**src/rtl/plti_mem.sv**
```systemverilog
module plti_mem #(
    parameter int DEPTH = 64,
    parameter int WIDTH = 32
) (
    input  logic                     clk,
    input  logic                     we,
    input  logic [$clog2(DEPTH)-1:0] waddr,
    input  logic [WIDTH-1:0]         wdata,
    input  logic [$clog2(DEPTH)-1:0] raddr,
    output logic [WIDTH-1:0]         rdata
);

    logic [WIDTH-1:0] mem [DEPTH];
    logic [WIDTH-1:0] rdata_reg;

    always_ff @(posedge clk)
    begin
        if (we)
        begin
            mem[waddr] <= wdata;
        end
        rdata_reg <= mem[raddr];
    end

    assign rdata = rdata_reg;

endmodule

```
**config.mk**
```make
export PLATFORM = sky130hd
export DESIGN_NAME = plti_mem
export DESIGN_NICKNAME = d
export VERILOG_FILES = /design/src/rtl/plti_mem.sv
export SDC_FILE = /design/constraint.sdc
export NUM_CORES = 2
export LEC_CHECK = 0
export BUFFER_PORTS_ARGS = -buffer_cell sky130_fd_sc_hd__buf_4
export CAP_MARGIN = 20
export CELL_PAD_IN_SITES_DETAIL_PLACEMENT = 1
export CELL_PAD_IN_SITES_GLOBAL_PLACEMENT = 2
export CORE_MARGIN = 2
export CORE_UTILIZATION = 51
export DETAILED_ROUTE_END_ITERATION = 12
export PLACE_DENSITY = 0.79
export SETUP_SLACK_MARGIN = 0.15
export SKIP_CTS_REPAIR_TIMING = 1
export SLEW_MARGIN = 0
export SYNTH_ARGS = -nofsm -noshare
export SYNTH_HDL_FRONTEND = slang
export SYNTH_SLANG_ARGS = --single-unit
export TNS_END_PERCENT = 100
```
**constraint.sdc**
```tcl
create_clock -name clk -period 4.33 [get_ports clk]
set_input_delay 0.433 -clock clk [delete_from_list [all_inputs] [get_ports clk]]
set_output_delay 0.433 -clock clk [all_outputs]
set_load 0.01 [all_outputs]
```
# Word level (Yosys, flattened, before mapping)
# Memory sizes are Yosys's and may differ from the RTL's. A register that Yosys moved wholly into a read port is not among the register bits.
# Cells that the tools add are included.
[totals]
ff_bits = 0
ramBits = 2048
input_bits = 46
out_inout_bits = 32
word_cells = 3
mem_count = 1
[memory_table]
columns = ["name", "words", "word_bits", "rd", "rd_clocked_by_memory_dff", "wr", "line", "source"]
rows = [
  ["mem", 64, 32, 1, 1, 1, "13", "logic [WIDTH-1:0] mem [DEPTH];"],
]
[classes]
muxes = 2
[ops]
columns = ["op", "n"]
rows = [
  ["$mux 1", 2],
]

# Logic depth before layout (Yosys ltp)
[depth]
depth_word = 2
mapped_depth = 10
ltp_nobuf = 5

# Least setup slack after synthesis
# OpenSTA, ideal clock, no wires.
[synth_timing]
path_type = "in2reg"
from = "input port waddr[3]"
to = "memory mem[48][0], enable pin"
setup_ps = 461
arrival_time_ps = 3132
t_required_ps = 3869
path_slack_ps = 737
path_stages = 4
n_path_buf = 1
cell_sequence = "clkbuf_1 nor2b_1 nand4b_1 nor3_1"
[synth_lines]
columns = ["item", "line", "source"]
rows = [
  ["from (decl)", "7", "input logic [$clog2(DEPTH)-1:0] waddr,"],
  ["to (decl)", "13", ""],
]
# No word-level cell before the write port.

==> metrics <==
Critical Path Source Type input pin; detailed-route DRC error count 0; Syn Nets 3370; GPL Wtd Cong 0.819; fmax 0.359 GHz; Core ar. 152000 µm²; synth warn 0; Initial Utilization 0.515; max_slew headroom 0.312; Worst Setup Path Type in2reg; skew final 0.0279 ns; htree depth 4; Yosys cell types 34; Post-Syn Instances 3324; total grt overflow 0; drt pass-1 iters 7; area growth from synthesis to final layout 13.3%; power density cells 469 nW/µm²; Critical Path AT 3.44 ns; WL/cell 34.8 µm; area of the die 157000 µm²; unrepaired setup endpoints after global routing false; CTS Sinks 2080; vias per cell 6.47; DR vias 37200; worst vdd ir 0.343 mV; CP required 4.98 ns; fin crit share 0.644; IO Count 78; CTS tree done; Die Span Y 396 µm; Num CTS Buffers 200; first-pass GRT wire length 290000 µm; worst slew pin tran 1.03 ns; PortBufs 77; max-cap violations 0; sequential share of the synthesized area 0.791; clk slew on worst S/H paths 0.06 ns; average cell area after synthesis 23.6 µm²; Rows 143; Fill cells 12500; Largest register FFs 2048; largest net degree at the start of global routing 83; CP max FO 52; final WL 200000 µm; post-layout minimum cycle time 2.79 ns; final max-slew violation count 0; final setup vio count 0; Leakage 27.7 nW; number of global-route vias before repair 40000; root buffer cell clkbuf_16; Psw 8.72 mW; hold crit path type in2reg; clock power share 0.415; register bit total from synthesis 2080; Seq pwr share 0.537; Syn Std Cell Area 78500 µm²; worst-skew pair later-pin latency 0.82 ns; switching share of power 0.209; Hold WS 0.147 ns; Longest Clk Path Bufs 3; Initial DRC Count 4229; Critical Path End Type flip-flop; initial antenna violation count 6; Final ANT Viol Nets 0; fraction of layout cells with a size suffix above 1 0.296; total negative slack 0 ns; Seq. cell area 62100 µm²; GR Util All Layers 0.260; status complete, no violations; Pint 33.0 mW; Multi-input gate area 16000 µm²; Hold Vio Cnt, Final 0; nets 3601; HPWL after DPL 114000 µm; combinational group share of total power 0.048; die width 396 µm
-- power groups by stage --
stage	clock network (mW)	registers (mW)	logic, mW
detailed placement	0	22.8	2.02
finish	17.3	22.4	2.01
global placement	0	22.8	1.94
CTS	17.5	22.4	2.03
global route	18.2	22.4	2.12
floorplan	0	22.8	1.08
-- critical path, cell delays in order --
cell	delay, ns
buf_8	0.30
buf_12	0.40
buf_4	0.34
mux4_2	0.56
mux4_2	0.52
o22ai_1	0.57
nor2_1	0.16
-- cell families after synthesis --
group / Yosys count / share of synthesized area
muxes: 637 / 0.168
buffers and inverters: 182 / 0.0113
and+or+nand+nor: 223 / 0.0127
AOI/OAI and AO/OA: 202 / 0.0167
DFF: 2080 / 0.791
-- cells in the mapped netlist, drive strengths merged --
| cell | count | area share |
|---|---|---|
| nor3 | 7 | 0.00045 |
| or3b | 5 | 0.00056 |
| dfxtp | 32 | 0.0082 |
| nor2 | 137 | 0.0065 |
| nand2 | 26 | 0.0012 |
| and3 | 4 | 0.00032 |
| a31oi | 1 | 0.000080 |
| o22ai | 84 | 0.0067 |
| a41o | 4 | 0.00051 |
| nand4 | 2 | 0.00016 |
| o221ai | 27 | 0.0030 |
| nand4b | 1 | 0.00011 |
| or3 | 3 | 0.00024 |
| nand3b | 5 | 0.00048 |
| nand2b | 8 | 0.00064 |
| a311oi | 8 | 0.00089 |
| edfxtp | 2048 | 0.78 |
| buf | 108 | 0.0077 |
| a21oi | 62 | 0.0040 |
| o32ai | 4 | 0.00045 |
| a22oi | 12 | 0.0011 |
| mux2i | 93 | 0.012 |
| and2 | 2 | 0.00016 |
| nand3 | 5 | 0.00032 |
| mux4 | 544 | 0.16 |
| nor2b | 15 | 0.0012 |
| clkbuf | 74 | 0.0035 |
| or2 | 3 | 0.00024 |
-- metal layers --
layer,share of wire,vias up,track usage
li1,-,14700,-
met1,0.40,20300,0.372
met2,0.49,1864,0.417
met3,0.080,322,0.0411
met4,0.028,6,0.0786
met5,0.00020,-,0
-- cells in the final DEF (no fill, tap or decap), drive strengths merged, types with 2 or more instances in the layout --
master,netlist,final
a21oi,62,62
a22oi,12,12
a311oi,8,8
a41o,4,4
and2,2,2
and3,4,4
buf,108,211
bufinv,0,18
clkbuf,74,265
clkinv,0,83
clkinvlp,0,3
dfxtp,32,32
edfxtp,2048,2048
inv,0,7
mux2i,93,93
mux4,544,544
nand2,26,26
nand2b,8,8
nand3,5,5
nand3b,5,5
nand4,2,2
nor2,137,137
nor2b,15,15
nor3,7,7
o221ai,27,27
o22ai,84,84
o32ai,4,4
or2,3,3
or3,3,3
or3b,5,5
-- area by class of cell --
class	instances	share of cell area
timing repair buffer	211	0.0205
clock inverter	111	0.0112
sequential	2080	0.698
antenna	1	0.0000281
multi-input combinational	1062	0.180
clock buffer	265	0.0617
tap	2030	0.0286
-- per-stage QoR --
| stage | instance area, µm² | cells | power, mW | utilization | setup WS (ns) |
|---|---|---|---|---|---|
| finish | 89000 | 5760 | 41.7 | 0.584 | 1.54 |
| global route | 89000 | 5759 | 42.8 | 0.584 | 1.57 |
| CTS | 88900 | 5758 | 42.0 | 0.583 | 1.59 |
| detailed placement | 82400 | 5382 | 24.9 | 0.541 | 0.790 |
| global placement | 82400 | 5382 | 24.8 | 0.541 | 0.876 |
| floorplan | 78500 | 3324 | 23.9 | - | 0.737 |
-- path summary, 6_finish.rpt --
path	to	cells after the start	startpoint	slack (ns)
worst max register to register	rdata[1]	4	mem[29][1]	2.04
worst min register to register	rdata[8]	4	mem[28][8]	0.78
worst max-delay path	rdata[1]	7	raddr[0]	1.54
worst min-delay path	mem[44][29]	1	wdata[29]	0.15
(Power assumes the default switching activity.)
