## src/rtl/plti_pkg.sv

```systemverilog
package plti_pkg;

    localparam int DATA_W = 32;

    localparam logic OP_LOAD  = 1'b0;
    localparam logic OP_QUERY = 1'b1;

    localparam logic CFG_POINT_COUNT = 1'b0;
    localparam logic CFG_NO_VALUE    = 1'b1;

    typedef logic signed [DATA_W-1:0] sample_t;

    typedef enum logic [3:0] {
        ST_IDLE,
        ST_RD0,
        ST_RDL,
        ST_RANGE,
        ST_SCAN,
        ST_MUL,
        ST_DSTART,
        ST_DIV,
        ST_DONE
    } plti_state_t;

endpackage

```

## src/rtl/plti_div.sv

```systemverilog
module plti_div (
    input  logic                         clk,
    input  logic                         rst_n,
    input  logic                         start,
    input  logic [2*plti_pkg::DATA_W-1:0] dividend,
    input  logic [plti_pkg::DATA_W-1:0]   divisor,
    output logic                         done,
    output logic [plti_pkg::DATA_W-1:0]   quotient
);

    // The upper half of the dividend must be below the divisor, so the
    // quotient fits in one word and one bit is produced per cycle.
    localparam int W = plti_pkg::DATA_W;

    logic           busy_reg;
    logic           done_reg;
    logic [$clog2(W)-1:0] cnt_reg;
    logic [W-1:0]   rem_reg;
    logic [W-1:0]   dq_reg;
    logic [W-1:0]   den_reg;
    logic [W:0]     rem_sh;
    logic [W:0]     rem_sub;
    logic           ge;

    assign rem_sh  = {rem_reg, dq_reg[W-1]};
    assign rem_sub = rem_sh - {1'b0, den_reg};
    assign ge      = (rem_sh >= {1'b0, den_reg});

    always_ff @(posedge clk or negedge rst_n)
    begin
        if (!rst_n)
        begin
            busy_reg <= 1'b0;
            done_reg <= 1'b0;
            cnt_reg  <= '0;
        end
        else
        begin
            done_reg <= 1'b0;
            if (start)
            begin
                busy_reg <= 1'b1;
                cnt_reg  <= '0;
            end
            else if (busy_reg)
            begin
                cnt_reg <= cnt_reg + 1'b1;
                if (cnt_reg == {$clog2(W){1'b1}})
                begin
                    busy_reg <= 1'b0;
                    done_reg <= 1'b1;
                end
            end
        end
    end

    always_ff @(posedge clk)
    begin
        if (start)
        begin
            rem_reg <= dividend[2*W-1:W];
            dq_reg  <= dividend[W-1:0];
            den_reg <= divisor;
        end
        else if (busy_reg)
        begin
            rem_reg <= ge ? rem_sub[W-1:0] : rem_sh[W-1:0];
            dq_reg  <= {dq_reg[W-2:0], ge};
        end
    end

    assign done     = done_reg;
    assign quotient = dq_reg;

endmodule

```

## config.mk

```make
export PLATFORM = sky130hd
export DESIGN_NAME = plti_div
export DESIGN_NICKNAME = d
export VERILOG_FILES = /design/src/rtl/plti_pkg.sv /design/src/rtl/plti_div.sv
export SDC_FILE = /design/constraint.sdc
export NUM_CORES = 1
export LEC_CHECK = 0
export BUFFER_PORTS_ARGS = -buffer_cell sky130_fd_sc_hd__buf_2
export CAP_MARGIN = 20
export CORE_AREA = 10 10 122 124
export CTS_CLUSTER_SIZE = 25
export DETAILED_ROUTE_END_ITERATION = 10
export DIE_AREA = 0 0 132 134
export GPL_TIMING_DRIVEN = 0
export PLACE_DENSITY = 0.76
export RECOVER_POWER = 25
export SYNTH_ARGS = -nofsm -noshare
export SYNTH_HDL_FRONTEND = slang
export SYNTH_SLANG_ARGS = --single-unit
```

## constraint.sdc

```tcl
create_clock -name clk -period 3.1 [get_ports clk]
set_clock_uncertainty 0.15 [all_clocks]
set_input_delay 0.31 -clock clk [delete_from_list [all_inputs] [get_ports clk]]
set_output_delay 0.31 -clock clk [all_outputs]
set_load 0.02 [all_outputs]
```

==> After elaboration in Yosys (flattened, before gate mapping) <==
Index checks and enable logic that the tools add are counted.
{ "totals": {"reg_bits": 103, "inputBits": 99, "output_inout_bits": 33, "elab_cells": 24} }
{ "op_classes": {"n_addsub": 2, "magnitude_cmp": 1, "n_eq_ne": 1, "n_mux": 13, "n_reduce_logical": 1} }
{ "ops": {"columns": ["op", "n"], "rows": [
  ["$mux 32", 5],
  ["$ge 33x32->1", 1],
  ["$sub 32x32->32", 1],
  ["$mux 5", 2],
  ["$mux 1", 6],
  ["$add 5x1->5 const B", 1],
  ["$eq 5x5->1 const B", 1],
  ["$reduce_bool 2->1", 1]
]} }

==> Logic depth before layout (Yosys ltp) <==
{ "depth": {"depth_word": 4, "mapped_depth": 13, "mapped_depth_nobuf": 13} }

==> Least setup slack after synthesis <==
Ideal clock, no wire load.
{ "synth_timing": {"kind": "reg2reg", "start": "reg dq_reg[31] (netlist: quotient[31])", "end": "reg rem_reg[28] (data pin)", "setup_time_ps": 261, "arrival_time_ps": 3047, "required_time_ps": 2689, "slack_ps": -358, "stages_incl_launch_ff": 14, "path_buffers": 0, "synth_period_minus_slack_ps": 3458, "path_cell_list": "edfxtp_1 > inv_1 > ha_1 > inv_1 > fa_1 > a21o_1 > a221oi_2 > o31a_1 > o211ai_1 > a31o_2 > a31oi_1 > o21ai_0 > xor2_1 > a221o_1"} }
{ "synth_via": {"elab_chain_cells": 4, "elab_cells_between_ends": 5, "classes_between": "add/sub (1); order compare (1); mux (3)"} }
{ "synth_lines": {"columns": ["item", "line", "source"], "rows": [
  ["from (decl)", "plti_div.sv:19", "logic [W-1:0] dq_reg;"],
  ["from (signal assigned)", "plti_div.sv:62", "dq_reg <= dividend[W-1:0];"],
  ["from (signal assigned)", "plti_div.sv:68", "dq_reg <= {dq_reg[W-2:0], ge};"],
  ["$sub 32x32->32 / $ge 33x32->1 (equally long branches)", "plti_div.sv:26, plti_div.sv:27", null],
  ["$mux 32 *", "plti_div.sv:67", "rem_reg <= ge ? rem_sub[W-1:0] : rem_sh[W-1:0];"],
  ["$mux 32 *", "plti_div.sv:65", "else if (busy_reg)"],
  ["$mux 32 *", "plti_div.sv:59", "if (start)"],
  ["to (signal assigned)", "plti_div.sv:61", "rem_reg <= dividend[2*W-1:W];"],
  ["to (signal assigned)", "plti_div.sv:67", null],
  ["to (decl)", "plti_div.sv:18", "logic [W-1:0] rem_reg;"]
]} }
Mark *: on every way between the ends. The rest lies on a longest branch, timed or not. The select of a mux whose other input is x is not followed.
A chain may end at the register's enable or synchronous reset.

==> Worst setup path in the final report <==
{ "layout_timing": {"start": "reg dq_reg[31] (netlist: quotient[31])", "end": "reg rem_reg[24] (data pin)"} }
The elaborated chain is that of the path after synthesis.

==> metrics.txt <==
clk_lat worst skew 0.37 ns; status complete, but fails checks; layout cells sized above 1 0.4452; Synth Instances 487; Pins Over Slew Limit 0; GRT overflow 0; Die X 132 µm; # IOs 132; Max Freq 0.3006 GHz; worst hold slack 0.08998 ns; Power, Total 7.639 mW; fin crit share 1.073; Setup Crit Path Kind reg -> reg; clock slew at the register clock pins of the worst setup and hold paths 0.08 ns; Core ar. 12470 µm²; Hold Path Class in -> reg; CP Cell Sequence inv_2, ha_4, inv_2, fa_2, a21o_1, a221oi_4, o31a_1, o211ai_1, a31o_2, a31oi_4, xnor2_1, mux2_4, mux2_2; drt via density 5.350; CP startpoint kind flip-flop; Critical Path AT 3.30 ns; worst rel slew slack 0.3843; setup TNS -1.944 ns; CP max-delay cell edfxtp_1; first-pass GRT wire length 25.92 mm; area delta synth->final 35.64%; crit-path max cell delay 0.41 ns; diode count 0; synth unique cells 52; fillers 907; most frequent cells in the layout buf_2 (130), edfxtp_1 (96), mux2_2 (48); Post-synth EDFFs 96; Setup violations, final 24; Leak Pwr 3.605 nW; H-Tree Depth 3; Yosys reg bits 103; CTS tree built; Post-Place Setup Slack -0.4146 ns; commonest non-fill, non-tap cell in the layout buf_2; CP max FO 3; Synth Cell Area 6060 µm²; syn avg cell area 12.44 µm²; Critical Path RT 3.07 ns; Routed WL 16.45 mm; PortBufs 131; share of async-settable or async-resettable flops after synthesis 0.06796; post-route setup slack -0.2263 ns; Peak VDD IR 443.9 µV; Max Root-Sink Buffers 2; number of remaining DRC errors 0; RSZ-0062 raised after global routing true; Routed Antenna Nets 0; routed len/inst 19.00 µm; Finished Core Util 0.6593; antenna violations before repair 2; final hold vios 0; vias 4633; Root Driver clkbuf_16; failing checks negative setup slack; pin count of the biggest net entering global routing 38; num rows 41; flop2flop setup slack -0.23 ns; Slew @ Worst Pin 0.9235 ns; Syn Nets 621; CP endpoint kind flip-flop; initial DRC count 241; max_cap viols 0; synth top area cells edfxtp_1 (48%), mux2_2 (11%), ha_1 (7.0%); Synth Flop Type edfxtp_1; total track usage 0.1827; gpl congestion 0.8623; Num Clock Sinks 103; synth warn 0; minimum clock period 3.326 ns; Yosys top cell area share 0.4757; post-DP HPWL 10.86 mm; Die Area 17690 µm²; Cell Pwr Density 929.4 nW/µm²; vias in the first global route 5009; CTS buffer count 9; crit-path most repeated cell inv_2; Die Ht 134 µm; post-synthesis sequential area ratio 0.5046; Initial Utilization 0.4861; # nets final 823; drt pass-1 iters 4; most area-hungry cell type in the Yosys netlist edfxtp_1
[repair_timing]
action,4_1_cts,5_1_grt
setup endpoints to repair,76,64
cloned,2,1
endpoints found under the hold margin,39,0
hold buffers,33,0
setup buffers,24,9
pin swaps,27,15
resized for setup,49,27
[critical path: cells and delay by family, from the launching register on]
family,cells,cell delay [ns]
mux,2,0.51
compound gates,6,1.32
buf+inv,2,0.14
fa+ha+maj,2,0.47
xor+xnor,1,0.09
flops,1,0.41
[power breakdown]
group	leakage, nW	switching [mW]	internal [mW]
clock	0.138	0.576	0.566
combinational	2.39	1.96	2.39
sequential	1.08	0.208	1.93
total	3.61	2.75	4.89
[per-stage QoR]
stage / instances / cell area, µm²
2_1_floorplan: 487 / 6095
3_3_place_gp: 790 / 6965
3_5_place_dp: 790 / 6968
4_1_cts: 859 / 8023
5_1_grt: 866 / 8219
6_report: 866 / 8219
[cells in the mapped netlist (2+ instances only)]
master / count
edfxtp_1: 96
mux2_2: 58
inv_1: 39
ha_1: 34
a21oi_1: 24
nand2_1: 24
a21o_1: 19
nor2_1: 18
xor2_1: 16
mux2_4: 15
o21ai_0: 15
xnor2_1: 14
clkbuf_1: 11
nor3_1: 8
dfrtp_1: 7
mux2i_1: 7
nand4_1: 6
a221o_1: 5
a31oi_1: 5
nand3_1: 5
nor3b_1: 5
o21a_1: 5
a221oi_1: 4
buf_1: 4
buf_6: 4
nor2b_1: 4
a211oi_1: 3
and3_1: 3
and4_1: 3
and2_1: 2
nand2b_1: 2
o21bai_1: 2
[cell type report]
type | count | area [µm²] | area share
Timing Repair Buffer | 195 | 1275 | 0.1551
Buffer | 15 | 118.9 | 0.01446
Inverter | 39 | 146.4 | 0.01781
Tap cell | 172 | 215.2 | 0.02618
Clock inverter | 6 | 56.30 | 0.006850
Sequential cell | 103 | 3058 | 0.3721
Multi-Input combinational cell | 326 | 3120 | 0.3797
Clock buffer | 10 | 229.0 | 0.02786
[metal layers]
layer | up-vias | global-route usage | share of wire
met3 | 24 | 0.07804 | 0.081
met4 | 4 | 0.05315 | 0.013
met1 | 2230 | 0.2009 | 0.41
met2 | 152 | 0.3150 | 0.49
met5 | - | 0 | 0.0015
li1 | 2223 | - | -
[logic make-up after synthesis]
logic type      share of synthesized area
compound gates                     0.1090
xor+xnor                          0.04336
fa+ha+maj                         0.07351
buf+inv                           0.04171
flops                              0.5046
mux                                0.1565
simple gates                      0.07124
[worst paths after layout]
check / startpoint / cells after the start / end
min reg2reg: cnt_reg[4] / 2 / cnt_reg[4]
min: dividend[61] / 2 / rem_reg[29]
max: quotient[31] / 13 / rem_reg[24]
max reg2reg: quotient[31] / 13 / rem_reg[24]
max in group asynchronous: rst_n / 2 / cnt_reg[2]
min in group asynchronous: rst_n / 2 / cnt_reg[4]
Note: power is estimated with default switching activity, not from simulation.
